<file path="config.mk">
export PLATFORM = sky130hd
export DESIGN_NAME = ustc_div_cell
export DESIGN_NICKNAME = d
export VERILOG_FILES = /design/src/sv/ustc_pkg.sv /design/src/sv/ustc_div_cell.sv
export SDC_FILE = /design/constraint.sdc
export NUM_CORES = 1
export LEC_CHECK = 0
export BUFFER_PORTS_ARGS = -buffer_cell sky130_fd_sc_hd__buf_2
export CAP_MARGIN = 0
export CORE_MARGIN = 10
export CORE_UTILIZATION = 24
export DETAILED_ROUTE_END_ITERATION = 8
export PLACE_DENSITY = 0.46
export SLEW_MARGIN = 20
export SYNTH_ARGS = -nofsm -noshare
export SYNTH_HDL_FRONTEND = slang
export SYNTH_SLANG_ARGS = --single-unit
</file>
<file path="constraint.sdc">
create_clock -name clk -period 2 [get_ports clk]
set_clock_uncertainty 0.05 [all_clocks]
set_input_delay 0.6 -clock clk [delete_from_list [all_inputs] [get_ports clk]]
set_output_delay 0.6 -clock clk [all_outputs]
set_load 0.005 [all_outputs]
</file>
<file path="src/sv/ustc_pkg.sv">
package ustc_pkg;

    localparam int XY_W  = 33;
    localparam int DIV_W = 63;
    localparam int REM_W = 32;
    localparam int ANG_TAB_LEN = 24;

    localparam logic signed [XY_W-1:0] CORDIC_K   = 33'sd652032875;
    localparam logic signed [33:0]     PI_Q30     = 34'sd3373259426;
    localparam logic signed [XY_W-1:0] QUARTER    = 33'sd1073741824;
    localparam logic signed [XY_W-1:0] HALF       = 33'sd2147483648;
    localparam logic signed [31:0]     SAT_MAX    = 32'sh7fffffff;
    localparam logic signed [31:0]     SAT_MIN    = 32'sh80000000;

    localparam logic REG_DAMPING   = 1'b0;
    localparam logic REG_BANDWIDTH = 1'b1;

    localparam logic signed [XY_W-1:0] ANG_TAB [ANG_TAB_LEN] = '{
        33'sh20000000, 33'sh12E4051E, 33'sh09FB385B, 33'sh051111D4,
        33'sh028B0D43, 33'sh0145D7E1, 33'sh00A2F61E, 33'sh00517C55,
        33'sh0028BE53, 33'sh00145F2F, 33'sh000A2F98, 33'sh000517CC,
        33'sh00028BE6, 33'sh000145F3, 33'sh0000A2FA, 33'sh0000517D,
        33'sh000028BE, 33'sh0000145F, 33'sh00000A30, 33'sh00000518,
        33'sh0000028C, 33'sh00000146, 33'sh000000A3, 33'sh00000051
    };

    typedef struct packed {
        logic signed [31:0] robot_x;
        logic signed [31:0] robot_y;
        logic signed [15:0] robot_heading;
        logic signed [31:0] ref_x;
        logic signed [31:0] ref_y;
        logic signed [15:0] ref_heading;
        logic signed [31:0] ref_speed;
        logic signed [31:0] ref_turn_rate;
    } in_item_t;

    typedef struct packed {
        logic signed [31:0] drive_v;
        logic signed [31:0] steer_omega;
        logic               zero_speed_fault;
    } out_item_t;

    typedef struct packed {
        logic signed [XY_W-1:0] x;
        logic signed [XY_W-1:0] y;
        logic signed [XY_W-1:0] z;
    } lane_t;

    typedef struct packed {
        logic signed [32:0] dx;
        logic signed [32:0] dy;
        logic signed [32:0] zr;
        logic signed [32:0] zt;
        logic               flip_r;
        logic               flip_t;
        logic signed [16:0] dtheta;
        logic signed [31:0] vd;
        logic signed [31:0] wd;
        logic signed [31:0] k1;
        logic               neg_q;
        logic               fault;
    } div_side_t;

    typedef struct packed {
        logic signed [32:0] dx;
        logic signed [32:0] dy;
        logic               flip_r;
        logic               flip_t;
        logic signed [16:0] dtheta;
        logic signed [31:0] vd;
        logic signed [31:0] wd;
        logic signed [31:0] k1;
        logic signed [31:0] k2;
        logic               fault;
    } cord_side_t;

    // fold into [-pi/2, pi/2], msb tells whether the result must be negated
    function automatic logic [XY_W:0] fold_angle(input logic signed [XY_W-1:0] z);
        logic signed [XY_W-1:0] r;
        logic                   f;
        r = z;
        f = 1'b0;
        if (z > QUARTER)
        begin
            r = z - HALF;
            f = 1'b1;
        end
        else if (z < -QUARTER)
        begin
            r = z + HALF;
            f = 1'b1;
        end
        return {f, r};
    endfunction

    function automatic logic signed [31:0] sat32(input logic signed [67:0] v);
        logic signed [31:0] r;
        if (v > 68'sd2147483647)
            r = SAT_MAX;
        else if (v < -68'sd2147483648)
            r = SAT_MIN;
        else
            r = v[31:0];
        return r;
    endfunction

endpackage

</file>
<file path="src/sv/ustc_div_cell.sv">
module ustc_div_cell #(
    parameter int SIDE_W = 1
) (
    input  logic                        clk,
    input  logic                        rst_n,
    input  logic                        adv,
    input  logic                        in_valid,
    input  logic [ustc_pkg::REM_W-1:0]  in_rem,
    input  logic [ustc_pkg::DIV_W-1:0]  in_quo,
    input  logic [ustc_pkg::REM_W-1:0]  in_dv,
    input  logic [SIDE_W-1:0]           in_side,
    output logic                        out_valid,
    output logic [ustc_pkg::REM_W-1:0]  out_rem,
    output logic [ustc_pkg::DIV_W-1:0]  out_quo,
    output logic [ustc_pkg::REM_W-1:0]  out_dv,
    output logic [SIDE_W-1:0]           out_side
);

    logic                        valid_reg;
    logic [ustc_pkg::REM_W-1:0]  rem_reg;
    logic [ustc_pkg::REM_W-1:0]  rem_next;
    logic [ustc_pkg::DIV_W-1:0]  quo_reg;
    logic [ustc_pkg::DIV_W-1:0]  quo_next;
    logic [ustc_pkg::REM_W-1:0]  dv_reg;
    logic [SIDE_W-1:0]           side_reg;
    logic [ustc_pkg::REM_W:0]    trial;
    logic [ustc_pkg::REM_W:0]    diff;
    logic                        take;

    // one restoring step: shift in the next dividend bit, subtract if it fits
    always_comb
    begin
        trial    = {in_rem, in_quo[ustc_pkg::DIV_W-1]};
        diff     = trial - {1'b0, in_dv};
        take     = (trial >= {1'b0, in_dv});
        rem_next = take ? diff[ustc_pkg::REM_W-1:0] : trial[ustc_pkg::REM_W-1:0];
        quo_next = {in_quo[ustc_pkg::DIV_W-2:0], take};
    end

    always_ff @(posedge clk or negedge rst_n)
    begin
        if (!rst_n)
            valid_reg <= 1'b0;
        else if (adv)
            valid_reg <= in_valid;
    end

    always_ff @(posedge clk)
    begin
        if (adv)
        begin
            rem_reg  <= rem_next;
            quo_reg  <= quo_next;
            dv_reg   <= in_dv;
            side_reg <= in_side;
        end
    end

    assign out_valid = valid_reg;
    assign out_rem   = rem_reg;
    assign out_quo   = quo_reg;
    assign out_dv    = dv_reg;
    assign out_side  = side_reg;

endmodule

</file>
# [Word-level counts from Yosys, hierarchy flattened]
# Cells that the tools add are included.
[word_totals] regBits=129
[op_classes] n_lt_le_gt_ge=1 muxes=1 add_sub_neg=1
[ops] cell="greater-or-equal comparator 33 x 32 -> 1 bit" count=1
[ops] cell="2-to-1 mux 32 bit" count=1
[ops] cell="subtractor 32 bit" count=1

# [Depth between registers and ports, before layout]
[depth] word_depth=2 depth_mapped=13

# [Least setup slack after synthesis]
# OpenSTA, ideal clock, no wires.
[synth_path] path_type="input to register" start="input port in_dv[7] (netlist name)" end="register rem_reg, in the netlist out_rem[13], data pin" setup_slack_ps=-1421 path_buffers=2 t_required_ps=1688 setup_ps=262 arrival_ps=3109 cell_stages=12 path_cell_list="inv_1 -> ha_1 -> buf_2 -> nand4_1 -> or4_1 -> a21oi_1 -> nor3_1 -> a211oi_2 -> o21ai_2 -> o31ai_4 -> buf_4 -> mux2_1"
[synth_between] elab_chain_len=2 elab_cells_between_ends=3
[synth_lines] item="start, declared" line="ustc_div_cell.sv:10" source="input logic [ustc_pkg::REM_W-1:0] in_dv,"
[synth_lines] item="subtractor 32 bit or greater-or-equal comparator 33 x 32 -> 1 bit (tied branches)" line="ustc_div_cell.sv:34, ustc_div_cell.sv:35"
[synth_lines] item="2-to-1 mux 32 bit (*)" line="ustc_div_cell.sv:36" source="rem_next = take ? diff[ustc_pkg::REM_W-1:0] : trial[ustc_pkg::REM_W-1:0];"
[synth_lines] item="net rem_next (one bit)" line="ustc_div_cell.sv:21" source="logic [ustc_pkg::REM_W-1:0] rem_next;"
[synth_lines] item="end signal, assigned" line="ustc_div_cell.sv:52" source="rem_reg <= rem_next;"
[synth_lines] item="end, declared" line="ustc_div_cell.sv:20" source="logic [ustc_pkg::REM_W-1:0] rem_reg;"
# The timed path passes the listed nets; every way through them passes the cells marked *.
# A chain may end at the register's enable or synchronous reset.

# [Final worst setup path]
[layout_path] start="input port in_rem[7] (netlist name)" end="register rem_reg, in the netlist out_rem[10], data pin"
[layout_between] elab_chain_len=2 elab_cells_between_ends=3
[layout_lines] item="start, declared" line="ustc_div_cell.sv:8" source="input logic [ustc_pkg::REM_W-1:0] in_rem,"
[layout_lines] item="subtractor 32 bit or greater-or-equal comparator 33 x 32 -> 1 bit (tied branches)" line="ustc_div_cell.sv:34, ustc_div_cell.sv:35"
[layout_lines] item="2-to-1 mux 32 bit (*)" line="ustc_div_cell.sv:36"
[layout_lines] item="net rem_next (one bit)" line="ustc_div_cell.sv:21"
# Marked as above.

==> out/metrics.csv <==
metric,value,unit
drtIter0Drc,219,
cts_tree,built,
yosysUniqueCellTypes,49,
critPathRequiredTime,2.12,ns
ant_nets,0,
ios,261,
row_count,58,
slew_headroom,0.591,
syn-num-nets,640,
die_area,0.0321,mm²
max_freq,334,MHz
grt_use_total,0.129,
critPathArrivalTime,3.12,ns
setup-violations-final,33,
cts.clk_slew.worst_paths,0.06,ns
hold_viol,0,
r2r_setup_slack,1.22,ns
end_kind,register,
max_stage_delay,0.57,ns
worstSetupPathType,in -> reg,
die_y,179,µm
violations,negative setup slack,
cts.htree.levels,4,
layout.nets,1019,
tns,-29.16,ns
place_ws,-1.65,ns
ir_drop,0.423,mV
layout_min_cycle_time,2.99,ns
grt_pass1_vias,5320,
min_from,in_quo[22],
regToRegEndpoint,out_valid,
vias,5139,
powerDensity,850,mW/mm²
routed_via_density,4.30,
post_drt_wl_per_cell,18.1,µm
place.gp.congestion,0.814,
cp_cell_sequence,buf_2 -> ha_4 -> nand4_1 -> or4_4 -> a21oi_2 -> nor3_2 -> a211oi_2 -> o21ai_2 -> o31ai_4 -> buf_6 -> clkbuf_16 -> mux2_4,
finalNonFillerCells,1196,
drt_first_pass_iters,6,
path_max_fanout,4,
cts_buffers,17,
overflow,0,
grt_max_degree,33,
worstSkewPairLatency,0.42,ns
drt-total-wl,21700,µm
avgSynthCellArea,12.8,µm²
cts.sinks,129,
start_kind,input pin,
grt_setup_unrepaired,true,
synth-warning-count,0,
coreArea,0.0251,mm²
cp_top_family,simple AND/OR/NAND/NOR gates,
setup_ws,-0.994,ns
cp_slowest_cell,or4_4,
clockRootBuffer,clkbuf_16,
fin_crit_sh,1.50,
post-dp-hpwl,17100,µm
async_reset_ff_frac,0.00775,
cts.path.max_buffers,2,
tightest_slew,0.611,ns
r2r-start,out_valid,
grt_pass1_wl,31200,µm
p_leak,4.35,nW
synthFlopType,edfxtp_1,
io_buffers,260,
final_common_cell,buf_2,
initial_core_util,0.243,
outcome,"finished, violations left",
r2r_cells,1,
place_inst,1149,
fin_util,0.392,
die-width,179,µm
whs_endpoint,out_quo[23],
ys_seq_area_frac,0.635,
dpl_cell_area,0.00867,mm²
hp-class,in -> reg,
path_buf_inv,3,
max-cap-violations,0,
hold_depth,1,
drc,0,
area_delta_synth_final,61.8,%
final_cell_mix,"buf_2, edfxtp_1, buf_4",
synthCells,475,
ys_seq_elements,129,
slew_viol_final,0,
antenna_found_initial,0,
fillers,2501,
syn_area,0.00609,mm²
synth_edf_count,128,
antenna-diode-count,0,
drive_above_1_share,0.555,
final_area,0.00985,mm²
[how the worst max path moves through the flow]
stage                     from          end  slack (ns)  depth (start not counted)
detailed placement  in_quo[62]  out_rem[30]       -1.65                         13
global placement    in_quo[62]  out_rem[30]       -1.57                         13
global route         in_dv[18]   out_rem[8]       -1.08                         13
finish               in_rem[7]  out_rem[10]       -0.99                         12
CTS                 in_quo[62]  out_rem[30]       -1.03                         13
floorplan             in_dv[7]  out_rem[13]       -1.30                         12
[stage by stage]
step                power (mW)  hold slack [ns]
global placement          5.07            0.325
global route              8.81            0.272
CTS                       8.42            0.276
floorplan                 4.15            0.254
detailed placement        5.08            0.327
finish                    8.37            0.298
[cell usage after synthesis, drive strengths merged (4+ instances only)]
cell    instances  share of area
o211ai          4         0.0049
xor2           12          0.017
ha             32          0.066
a21o           12          0.015
a31oi           5         0.0051
o21a            6         0.0074
a21oi          56          0.046
nor4            4         0.0041
nand3           8         0.0066
clkbuf          7         0.0045
buf            11          0.010
nor2           35          0.022
nand4           8         0.0082
o21ai          18          0.015
nand2          26          0.016
a211oi          4         0.0058
inv            38          0.023
xnor2          15          0.022
edfxtp        128           0.63
mux2           11          0.020
[cell type report]
cell class	count	area, µm²	area share
clock buffer	17	425	0.0432
multi-input combinational	290	2340	0.238
tap	330	413	0.0419
sequential	129	3870	0.393
clock inverter	14	155	0.0158
timing repair buffer	378	2480	0.252
inverter	38	163	0.0165
[what timing repair did]
action / 4_1_cts / 5_1_grt
setup endpoints to repair: 33 / 33
pin swaps: 3 / 19
endpoints found under the hold margin: 1 / 0
setup buffers: 6 / 7
resized for setup: 62 / 41
cloned: 2 / 2
hold buffers: 1 / 0
[cells by family after synthesis]
kind of cell / Yosys count / share of synthesized area
AO/OA/AOI/OAI: 119 / 0.120
buffers and inverters: 56 / 0.0382
XOR/XNOR: 27 / 0.0388
flip-flops: 129 / 0.635
multiplexers: 12 / 0.0220
AND/OR/NAND/NOR: 99 / 0.0764
adder cells (fa/ha/maj): 33 / 0.0690
[report_power, final]
group          internal (mW)  switching, mW  leakage, nW
logic                  0.976          0.909         2.81
clock network           1.85           1.28        0.271
registers               3.30         0.0617         1.27
total                   6.12           2.25         4.35
[metal layers]
metal  global-route usage  vias to the layer above  wire length (µm)
met1                0.156                     2401              9190
met4               0.0437                        0               299
met2                0.210                      204             10200
met5                    0                        -                 0
li1                     -                     2521                 -
met3               0.0440                       13              2000
[state kept, by name, summed over array words and instances (netlist names)]
| register | cells |
|---|---|
| out_quo | 63 |
| out_rem | 32 |
| out_valid | 1 |
| out_side | 1 |
| out_dv | 32 |
(Power assumes the default switching activity.)
