**src/sv/ustc_pkg.sv**
```systemverilog
package ustc_pkg;

    localparam int XY_W  = 33;
    localparam int DIV_W = 63;
    localparam int REM_W = 32;
    localparam int ANG_TAB_LEN = 24;

    localparam logic signed [XY_W-1:0] CORDIC_K   = 33'sd652032875;
    localparam logic signed [33:0]     PI_Q30     = 34'sd3373259426;
    localparam logic signed [XY_W-1:0] QUARTER    = 33'sd1073741824;
    localparam logic signed [XY_W-1:0] HALF       = 33'sd2147483648;
    localparam logic signed [31:0]     SAT_MAX    = 32'sh7fffffff;
    localparam logic signed [31:0]     SAT_MIN    = 32'sh80000000;

    localparam logic REG_DAMPING   = 1'b0;
    localparam logic REG_BANDWIDTH = 1'b1;

    localparam logic signed [XY_W-1:0] ANG_TAB [ANG_TAB_LEN] = '{
        33'sh20000000, 33'sh12E4051E, 33'sh09FB385B, 33'sh051111D4,
        33'sh028B0D43, 33'sh0145D7E1, 33'sh00A2F61E, 33'sh00517C55,
        33'sh0028BE53, 33'sh00145F2F, 33'sh000A2F98, 33'sh000517CC,
        33'sh00028BE6, 33'sh000145F3, 33'sh0000A2FA, 33'sh0000517D,
        33'sh000028BE, 33'sh0000145F, 33'sh00000A30, 33'sh00000518,
        33'sh0000028C, 33'sh00000146, 33'sh000000A3, 33'sh00000051
    };

    typedef struct packed {
        logic signed [31:0] robot_x;
        logic signed [31:0] robot_y;
        logic signed [15:0] robot_heading;
        logic signed [31:0] ref_x;
        logic signed [31:0] ref_y;
        logic signed [15:0] ref_heading;
        logic signed [31:0] ref_speed;
        logic signed [31:0] ref_turn_rate;
    } in_item_t;

    typedef struct packed {
        logic signed [31:0] drive_v;
        logic signed [31:0] steer_omega;
        logic               zero_speed_fault;
    } out_item_t;

    typedef struct packed {
        logic signed [XY_W-1:0] x;
        logic signed [XY_W-1:0] y;
        logic signed [XY_W-1:0] z;
    } lane_t;

    typedef struct packed {
        logic signed [32:0] dx;
        logic signed [32:0] dy;
        logic signed [32:0] zr;
        logic signed [32:0] zt;
        logic               flip_r;
        logic               flip_t;
        logic signed [16:0] dtheta;
        logic signed [31:0] vd;
        logic signed [31:0] wd;
        logic signed [31:0] k1;
        logic               neg_q;
        logic               fault;
    } div_side_t;

    typedef struct packed {
        logic signed [32:0] dx;
        logic signed [32:0] dy;
        logic               flip_r;
        logic               flip_t;
        logic signed [16:0] dtheta;
        logic signed [31:0] vd;
        logic signed [31:0] wd;
        logic signed [31:0] k1;
        logic signed [31:0] k2;
        logic               fault;
    } cord_side_t;

    // fold into [-pi/2, pi/2], msb tells whether the result must be negated
    function automatic logic [XY_W:0] fold_angle(input logic signed [XY_W-1:0] z);
        logic signed [XY_W-1:0] r;
        logic                   f;
        r = z;
        f = 1'b0;
        if (z > QUARTER)
        begin
            r = z - HALF;
            f = 1'b1;
        end
        else if (z < -QUARTER)
        begin
            r = z + HALF;
            f = 1'b1;
        end
        return {f, r};
    endfunction

    function automatic logic signed [31:0] sat32(input logic signed [67:0] v);
        logic signed [31:0] r;
        if (v > 68'sd2147483647)
            r = SAT_MAX;
        else if (v < -68'sd2147483648)
            r = SAT_MIN;
        else
            r = v[31:0];
        return r;
    endfunction

endpackage

```
**src/sv/ustc_cordic_cell.sv**
```systemverilog
module ustc_cordic_cell #(
    parameter int STEP   = 0,
    parameter int SIDE_W = 1
) (
    input  logic                   clk,
    input  logic                   rst_n,
    input  logic                   adv,
    input  logic                   in_valid,
    input  ustc_pkg::lane_t        in_a,
    input  ustc_pkg::lane_t        in_b,
    input  logic [SIDE_W-1:0]      in_side,
    output logic                   out_valid,
    output ustc_pkg::lane_t        out_a,
    output ustc_pkg::lane_t        out_b,
    output logic [SIDE_W-1:0]      out_side
);

    logic              valid_reg;
    ustc_pkg::lane_t   a_reg;
    ustc_pkg::lane_t   a_next;
    ustc_pkg::lane_t   b_reg;
    ustc_pkg::lane_t   b_next;
    logic [SIDE_W-1:0] side_reg;

    function automatic ustc_pkg::lane_t rotate(input ustc_pkg::lane_t l);
        ustc_pkg::lane_t r;
        if (l.z >= 0)
        begin
            r.x = l.x - (l.y >>> STEP);
            r.y = l.y + (l.x >>> STEP);
            r.z = l.z - ustc_pkg::ANG_TAB[STEP];
        end
        else
        begin
            r.x = l.x + (l.y >>> STEP);
            r.y = l.y - (l.x >>> STEP);
            r.z = l.z + ustc_pkg::ANG_TAB[STEP];
        end
        return r;
    endfunction

    always_comb
    begin
        a_next = rotate(in_a);
        b_next = rotate(in_b);
    end

    always_ff @(posedge clk or negedge rst_n)
    begin
        if (!rst_n)
            valid_reg <= 1'b0;
        else if (adv)
            valid_reg <= in_valid;
    end

    always_ff @(posedge clk)
    begin
        if (adv)
        begin
            a_reg    <= a_next;
            b_reg    <= b_next;
            side_reg <= in_side;
        end
    end

    assign out_valid = valid_reg;
    assign out_a     = a_reg;
    assign out_b     = b_reg;
    assign out_side  = side_reg;

endmodule

```
**config.mk**
```make
export PLATFORM = sky130hd
export DESIGN_NAME = ustc_cordic_cell
export DESIGN_NICKNAME = d
export VERILOG_FILES = /design/src/sv/ustc_pkg.sv /design/src/sv/ustc_cordic_cell.sv
export SDC_FILE = /design/constraint.sdc
export NUM_CORES = 1
export LEC_CHECK = 0
export BUFFER_PORTS_ARGS = -buffer_cell sky130_fd_sc_hd__buf_2
export CAP_MARGIN = 40
export CORE_MARGIN = 1.5
export CORE_UTILIZATION = 35
export CTS_CLUSTER_DIAMETER = 30
export CTS_CLUSTER_SIZE = 12
export DETAILED_ROUTE_END_ITERATION = 10
export PLACE_DENSITY = 0.53
export SYNTH_ARGS = -nofsm -noshare
export SYNTH_HDL_FRONTEND = slang
export SYNTH_SLANG_ARGS = --single-unit
```
**constraint.sdc**
```tcl
create_clock -name clk -period 1.1 [get_ports clk]
set_clock_uncertainty 0.1 [all_clocks]
set_input_delay 0.055 -clock clk [delete_from_list [all_inputs] [get_ports clk]]
set_output_delay 0.055 -clock clk [all_outputs]
set_load 0.02 [all_outputs]
```
### After elaboration in Yosys (flattened, before gate mapping)

Cells that the tools add are included.

| storage, ports and cells | value |
|---|---|
| bits in registers | 200 |
| bits of input ports | 203 |
| output and inout bits | 200 |
| logic and storage cells | 22 |

| cells by class | value |
|---|---|
| $add $sub $neg | 10 |
| magnitude comparators | 2 |
| mux-type cells | 2 |

Operators with widths:

| cell | number |
|---|---|
| 99-bit 2-to-1 mux | 2 |
| 33-bit subtractor | 4 |
| 33-bit by 31-bit adder with 33-bit output (second input constant) | 2 |
| 33-bit adder | 2 |
| 33-bit by 1-bit >= comparator with 1-bit output (second input constant) | 2 |
| 33-bit by 31-bit subtractor with 33-bit output (second input constant) | 2 |

### Longest topological paths before layout

Gate-level depths: netlist of run 1.

| depth | value |
|---|---|
| word-level depth | 2 |
| mapped depth | 13 |
| gate-level depth less buffers | 12 |

### Least setup slack after synthesis of run 1

No wires, ideal clock.

| timing path | value |
|---|---|
| path type | input to register |
| start | in in_b[33] (netlist name) |
| end | reg b_reg (netlist bit out_b[63]), data pin |
| library setup time | 0.265 ns |
| arrival | 2.499 ns |
| required time | 0.735 ns |
| slack | -1.764 ns |
| stages on the path | 12 |
| buffers on the path | 0 |
| cell sequence | inv_1 > ha_1 > fa_1 > nand3b_1 > a2111oi_4 > nor3_2 > o41ai_4 > a31oi_1 > a21oi_2 > a2bb2oi_2 > o221ai_1 > xnor2_1 |

RTL lines:

| element | line | text |
|---|---|---|
| start, declared | ustc_cordic_cell.sv:10 | `input ustc_pkg::lane_t in_b,` |
| end signal, assigned | ustc_cordic_cell.sv:61 | `b_reg <= b_next;` |
| end, declared | ustc_cordic_cell.sv:21 | `ustc_pkg::lane_t b_reg;` |

==> results of run 1 <==
flip-flops by register name, summed over array words and instances (netlist names):
signal,cells
out_a,98
out_side,1
out_b,98
out_valid,1
metal layers:
layer | vias to the layer above | wire length [µm] | track usage
li1 | 9454 | - | -
met1 | 9490 | 33240 | 0.3696
met2 | 577 | 35970 | 0.4699
met3 | 79 | 4179 | 0.05266
met4 | 0 | 1635 | 0.08780
met5 | - | 0 | 0
per-stage QoR:
stage          utilization  cell area, µm²
6_report            0.6349           31270
5_1_grt             0.6349           31270
4_1_cts             0.6070           29900
3_5_place_dp        0.5389           26540
3_3_place_gp        0.5389           26540
2_1_floorplan            -           18640
cell families after synthesis:
logic type / Yosys count / synth area share
compound gates: 623 / 0.2273
fa+ha+maj: 222 / 0.1613
flops: 198 / 0.3376
simple gates: 478 / 0.1296
xor+xnor: 128 / 0.06371
buf+inv: 290 / 0.06450
mux: 28 / 0.01600
final timing paths:
kind	from	end	slack [ns]	cells after the start
max in group asynchronous	rst_n	out_valid	0.50	3
min in group asynchronous	rst_n	out_valid	0.29	3
min	in_b[73]	out_b[40]	0.01	4
max reg2reg	out_valid	out_valid	0.24	1
min reg2reg	out_valid	out_valid	0.43	1
max	in_b[33]	out_b[63]	-1.58	14
worst max-delay path, cell delays in order:
cell	delay, ns
buf_8	0.09
inv_8	0.03
ha_4	0.17
fa_2	0.36
nand3b_1	0.25
a2111oi_4	0.39
buf_4	0.20
nor3_4	0.05
o41ai_4	0.45
a31oi_4	0.16
a21oi_2	0.24
a2bb2oi_2	0.16
o221ai_2	0.11
xnor2_1	0.13
report_power, final:
part / switching, mW / internal, mW / total (mW)
logic: 9.04 / 7.90 / 16.9
registers: 0.387 / 9.71 / 10.1
clock network: 3.99 / 3.25 / 7.24
total: 13.4 / 20.9 / 34.3
cell usage in the layout, fill, tap and decap left out, drive strengths merged, types with 40 or more instances in the layout:
master and instances:
a21oi 236, nand2 103, nor3 40, xnor2 113, nor2 175, o21ai 122, edfxtp 197, dlygate4sd3 76
buf 1199, a21o 40, o21bai 40, ha 214, inv 204
what timing repair did:
item | in CTS | in global routing
pin swaps | 171 | 190
endpoints found under the setup margin | 321 | 323
hold endpoints to repair | 154 | 0
gates cloned | 0 | 0
resized for setup | 337 | 241
hold buffers | 76 | 0
buffers inserted | 51 | 48
layout make-up:
class                           instances  share of cell area
Multi-Input combinational cell       1479              0.4283
Timing Repair Buffer                 1278              0.3067
Sequential cell                       198              0.1900
Inverter                              200             0.02713
Tap cell                              664             0.02657
Clock buffer                           17             0.01360
Clock inverter                         15            0.007642
Antenna cell                            1          0.00008002
==> results.txt, run 1 <==
Vias in the first global route = 19.68k
Maximum clock path buffer count = 2
Critical path fanouts, max = 3
CTS tree = built
Synth cell count leaders = 234 x a21oi_1, 214 x ha_1, 197 x edfxtp_1, 190 x inv_1, 175 x nor2_1
Final Hold Vio Count = 0
DRT Pass-1 Iters = 6
Port bufs = 402
Clock Sinks = 198
Top cell type's share of synthesized area = 0.3362
Crit path launch type = input port
Placed insts = 3671
Pwr/cell area = 1096 nW/µm²
Storage cell area = 5941 µm²
Yosys reg bits = 198
CTS root buffer = clkbuf_16
Ratio of cells with drive above 1 in the final layout = 0.5237
Starting Density = 0.3572
Grt ovf = 0
Worst slew margin = 0.5484
Worst Tran Pin Value = 0.6716 ns
H-tree depth = 4
Synth Cell Area = 17600 µm²
Leakage power = 14.21 nW
Total Power = 34.28 mW
Seq/Total Area, Yosys = 0.3376
Die ar. = 51630 µm²
PnR worst setup slack = -1.576 ns
Final wirelength = 75.03 mm
Syn_area_per_cell = 8.945 µm²
Violated checks = setup timing
Cells after Synth = 1967
Setup TNS = -146.76 ns
Max Cap Viol = 0
Status = finished with violations
Top-level I/O count = 403
Place WS = -2.171 ns
Clock transition at path regs = 0.09 ns
Post-route DRC = 0
Post-Layout Cell Count = 3852
Yosys cell types = 88
Cell accounting for the most synthesized area = edfxtp_1
Hold slack = 0.01477 ns
Gp weighted congestion = 0.9600
Critical path data required time = 1.28 ns
CTS buffer count = 17
Final period utilization = 2.433
Main synth FF type = edfxtp_1
Vias/cell = 5.088
Tmin final = 2.676 ns
Top cells by area, synth = edfxtp_1 34%, ha_1 15%, a21oi_1 6.7%
Fmax = 373.7 MHz
Multi-input logic area = 13400 µm²
Core ar. = 49250 µm²
First-pass GRT wire length = 110.2 mm
Antenna-violating nets left = 0
Total number of vias = 19.60k
Wire per inst = 19.48 µm
Total GRT Usage = 0.2823
Clk Latency, worst-skew pair = 0.52 ns
Count leader, synth = a21oi_1
Chip width = 227.2 µm
Setup CP Type = input port to flop
Peak VDD IR = 1.300 mV
Count of final max-slew check failures = 0
Die height = 227.2 µm
Syn nets = 2392
Yosys warning count = 0
Row count = 81
Post-synth EDFFs = 197
Async set or reset register ratio after synthesis = 0.005051
Largest net degree at the start of global routing = 62
Final HPWL DP = 59.50 mm
Fillers = 4054
Drt initial violations = 1140
Final Setup Violations = 321
RSZ-0062 raised after global routing = yes
Area Overhead vs Synth = 77.73%
Hold WC Path Type = input port to flop
Crit end category = flop
Antenna violations before repair = 1
Worst Path Arrival = 2.86 ns
Layout Nets = 3599
Note: power is estimated with default switching activity, not from simulation.
==> inputs of run 2 (changes only) <==
--- a/config.mk
+++ b/config.mk
@@ -7,12 +7,14 @@
 export LEC_CHECK = 0
 export BUFFER_PORTS_ARGS = -buffer_cell sky130_fd_sc_hd__buf_2
 export CAP_MARGIN = 40
+export CORE_ASPECT_RATIO = 1.75
 export CORE_MARGIN = 1.5
 export CORE_UTILIZATION = 35
 export CTS_CLUSTER_DIAMETER = 30
 export CTS_CLUSTER_SIZE = 12
 export DETAILED_ROUTE_END_ITERATION = 10
 export PLACE_DENSITY = 0.53
+export RECOVER_POWER = 25
 export SYNTH_ARGS = -nofsm -noshare
 export SYNTH_HDL_FRONTEND = slang
 export SYNTH_SLANG_ARGS = --single-unit
==> results.txt, run 2 (synthesis results as in run 1) <==
Status = finished with violations
Violated checks = hold timing, setup timing
GR Util met3 = 0.04925 (-0.003411)
RSZ-0062 raised after global routing = yes
First-pass GRT wire length = 127.1 mm (+15%)
CTS tree = built
Die height = 299.6 µm (+32%)
Worst Path Arrival = 2.70 ns (-0.16 ns)
H-tree depth = 4 (unchanged)
Storage cell area = 5941 µm² (unchanged)
Count of final max-slew check failures = 0 (unchanged)
Post-route DRC = 0 (unchanged)
Multi-input logic area = 13630 µm² (+1.8%)
Drt initial violations = 1099 (-3.6%)
Critical path data required time = 1.23 ns (-0.05 ns)
Sw Share = 0.3941 (+0.002597)
Worst slew margin = 0.4610 (-0.08743)
Clk pwr share = 0.203 (-0.008)
Row count = 108 (+33%)
Port bufs = 402 (unchanged)
Antenna-violating nets left = 0 (unchanged)
Hold WC Path Type = input port to flop
Antenna violations before repair = 7 (+6)
Layout Nets = 3628 (+0.81%)
Clk Latency, worst-skew pair = 0.48 ns (-0.04 ns)
DRT Pass-1 Iters = 5 (-1)
Met2 usage = 0.6605 (+0.1906)
Max Cap Viol = 0 (unchanged)
Core ar. = 49590 µm² (+0.69%)
Grt ovf = 0 (unchanged)
Comb power frac = 0.511 (+0.017)
Commonest cells after routing, fill and taps aside = 730 x buf_4, 248 x buf_2, 220 x buf_6, 197 x edfxtp_1, 162 x ha_1
Final Hold Vio Count = 3 (+3)
Global routing's busiest layer = met2
Fmax = 390.3 MHz (+4.4%)
Ratio of cells with drive above 1 in the final layout = 0.5373 (+0.01362)
Final period utilization = 2.329 (-0.1036)
Die ar. = 51680 µm² (+0.10%)
Wire per inst = 22.43 µm (+15%)
Worst Tran Pin Value = 0.7973 ns (+0.1257 ns)
Maximum clock path buffer count = 2 (unchanged)
Area Overhead vs Synth = 84.19%
Peak VDD IR = 0.9113 mV (-30%)
Setup TNS = -138.12 ns (+8.640 ns)
Sw power = 14.18 mW (+5.7%)
Tmin final = 2.562 ns (-0.1140 ns)
Met1 usage = 0.2854 (-0.08416)
Fillers = 4146 (+2.3%)
CTS buffer count = 17 (unchanged)
Critical path fanouts, max = 4 (+1)
Total Power = 35.98 mW (+5.0%)
Largest net degree at the start of global routing = 60 (-3.2%)
Crit path launch type = input port
Crit end category = flop
Clock transition at path regs = 0.09 ns (about the same)
Final Setup Violations = 327 (+1.9%)
Top-level I/O count = 403 (unchanged)
PnR worst setup slack = -1.462 ns (+0.1140 ns)
Final wirelength = 87.03 mm (+16%)
Pwr/cell area = 1110 nW/µm² (+1.3%)
Sequential power share = 0.286 (-0.009)
Final HPWL DP = 69.82 mm (+17%)
Leakage power = 14.57 nW (+2.5%)
Most common cell after layout, fill and taps aside = buf_4
Vias in the first global route = 21.88k (+11%)
Total GRT Usage = 0.3358 (+0.05351)
CTS root buffer = clkbuf_16
Total number of vias = 20.27k (+3.4%)
Clock Sinks = 198 (unchanged)
Hold slack = -0.1159 ns (-0.1307 ns)
Starting Density = 0.3548 (-0.002433)
Gp weighted congestion = 0.9893 (+3.1%)
Vias/cell = 5.225 (+2.7%)
Chip width = 172.5 µm (-24%)
Setup CP Type = input port to flop
Pint = 21.80 mW (+4.5%)
==> run 2: what timing repair did <==
| action | CTS | global route |
|---|---|---|
| resized for setup | 665 | 211 |
| buffers inserted | 77 | 55 |
| setup endpoints to repair | 321 | 393 |
| hold endpoints to repair | 89 | 4 |
| hold buffers | 72 | 1 |
| pin swaps | 227 | 177 |
==> run 2: final timing paths <==
kind                           start         to  cells after the start  slack, ns
setup / recovery            in_b[82]  out_b[96]                     10      -1.46
hold / removal              in_b[30]  out_b[30]                      2      -0.12
setup reg to reg           out_valid  out_valid                      2       0.10
hold reg to reg            out_valid  out_valid                      2       0.56
max in group asynchronous      rst_n  out_valid                      3       0.49
min in group asynchronous      rst_n  out_valid                      3       0.31
==> run 2: worst max-delay path, cell delays in order <==
cell and delay, ns:
buf_2 0.14, ha_4 0.25, or4_4 0.48, or4_4 0.58, a311oi_4 0.29, nor3_4 0.10, o31ai_4 0.36, and3_4 0.25
a211oi_2 0.05, xnor2_1 0.14
==> run 2: through the flow <==
stage          area [µm²]  cells  setup WS [ns]    util
4_1_cts             31200   3842         -1.427  0.6290
3_5_place_dp        26610   3680         -2.251  0.5365
3_3_place_gp        26600   3679         -2.344  0.5364
5_1_grt             32410   3879         -1.501  0.6535
6_report            32410   3880         -1.462  0.6535
2_1_floorplan       18640   1967         -1.726       -
==> run 2: power by group through the flow <==
stage	logic, mW	registers (mW)	clock network (mW)
2_1_floorplan	5.80	11.6	0
5_1_grt	19.4	10.4	7.63
4_1_cts	17.3	10.3	7.43
6_report	18.4	10.3	7.30
3_3_place_gp	14.5	10.3	0
3_5_place_dp	14.5	10.3	0
==> run 2: routing by layer <==
layer | routed length (µm) | vias up
li1 | - | 9510
met1 | 26510 | 9672
met3 | 3457 | 355
met4 | 8423 | 8
met5 | 46 | -
met2 | 48590 | 728
==> run 2: layout make-up <==
cell class                      instances  share of cell area
Antenna cell                            4           0.0003088
Multi-Input combinational cell       1479              0.4206
Timing Repair Buffer                 1307              0.3234
Sequential cell                       198              0.1833
Clock inverter                         15            0.007181
Tap cell                              660             0.02548
Inverter                              200             0.02664
Clock buffer                           17             0.01313
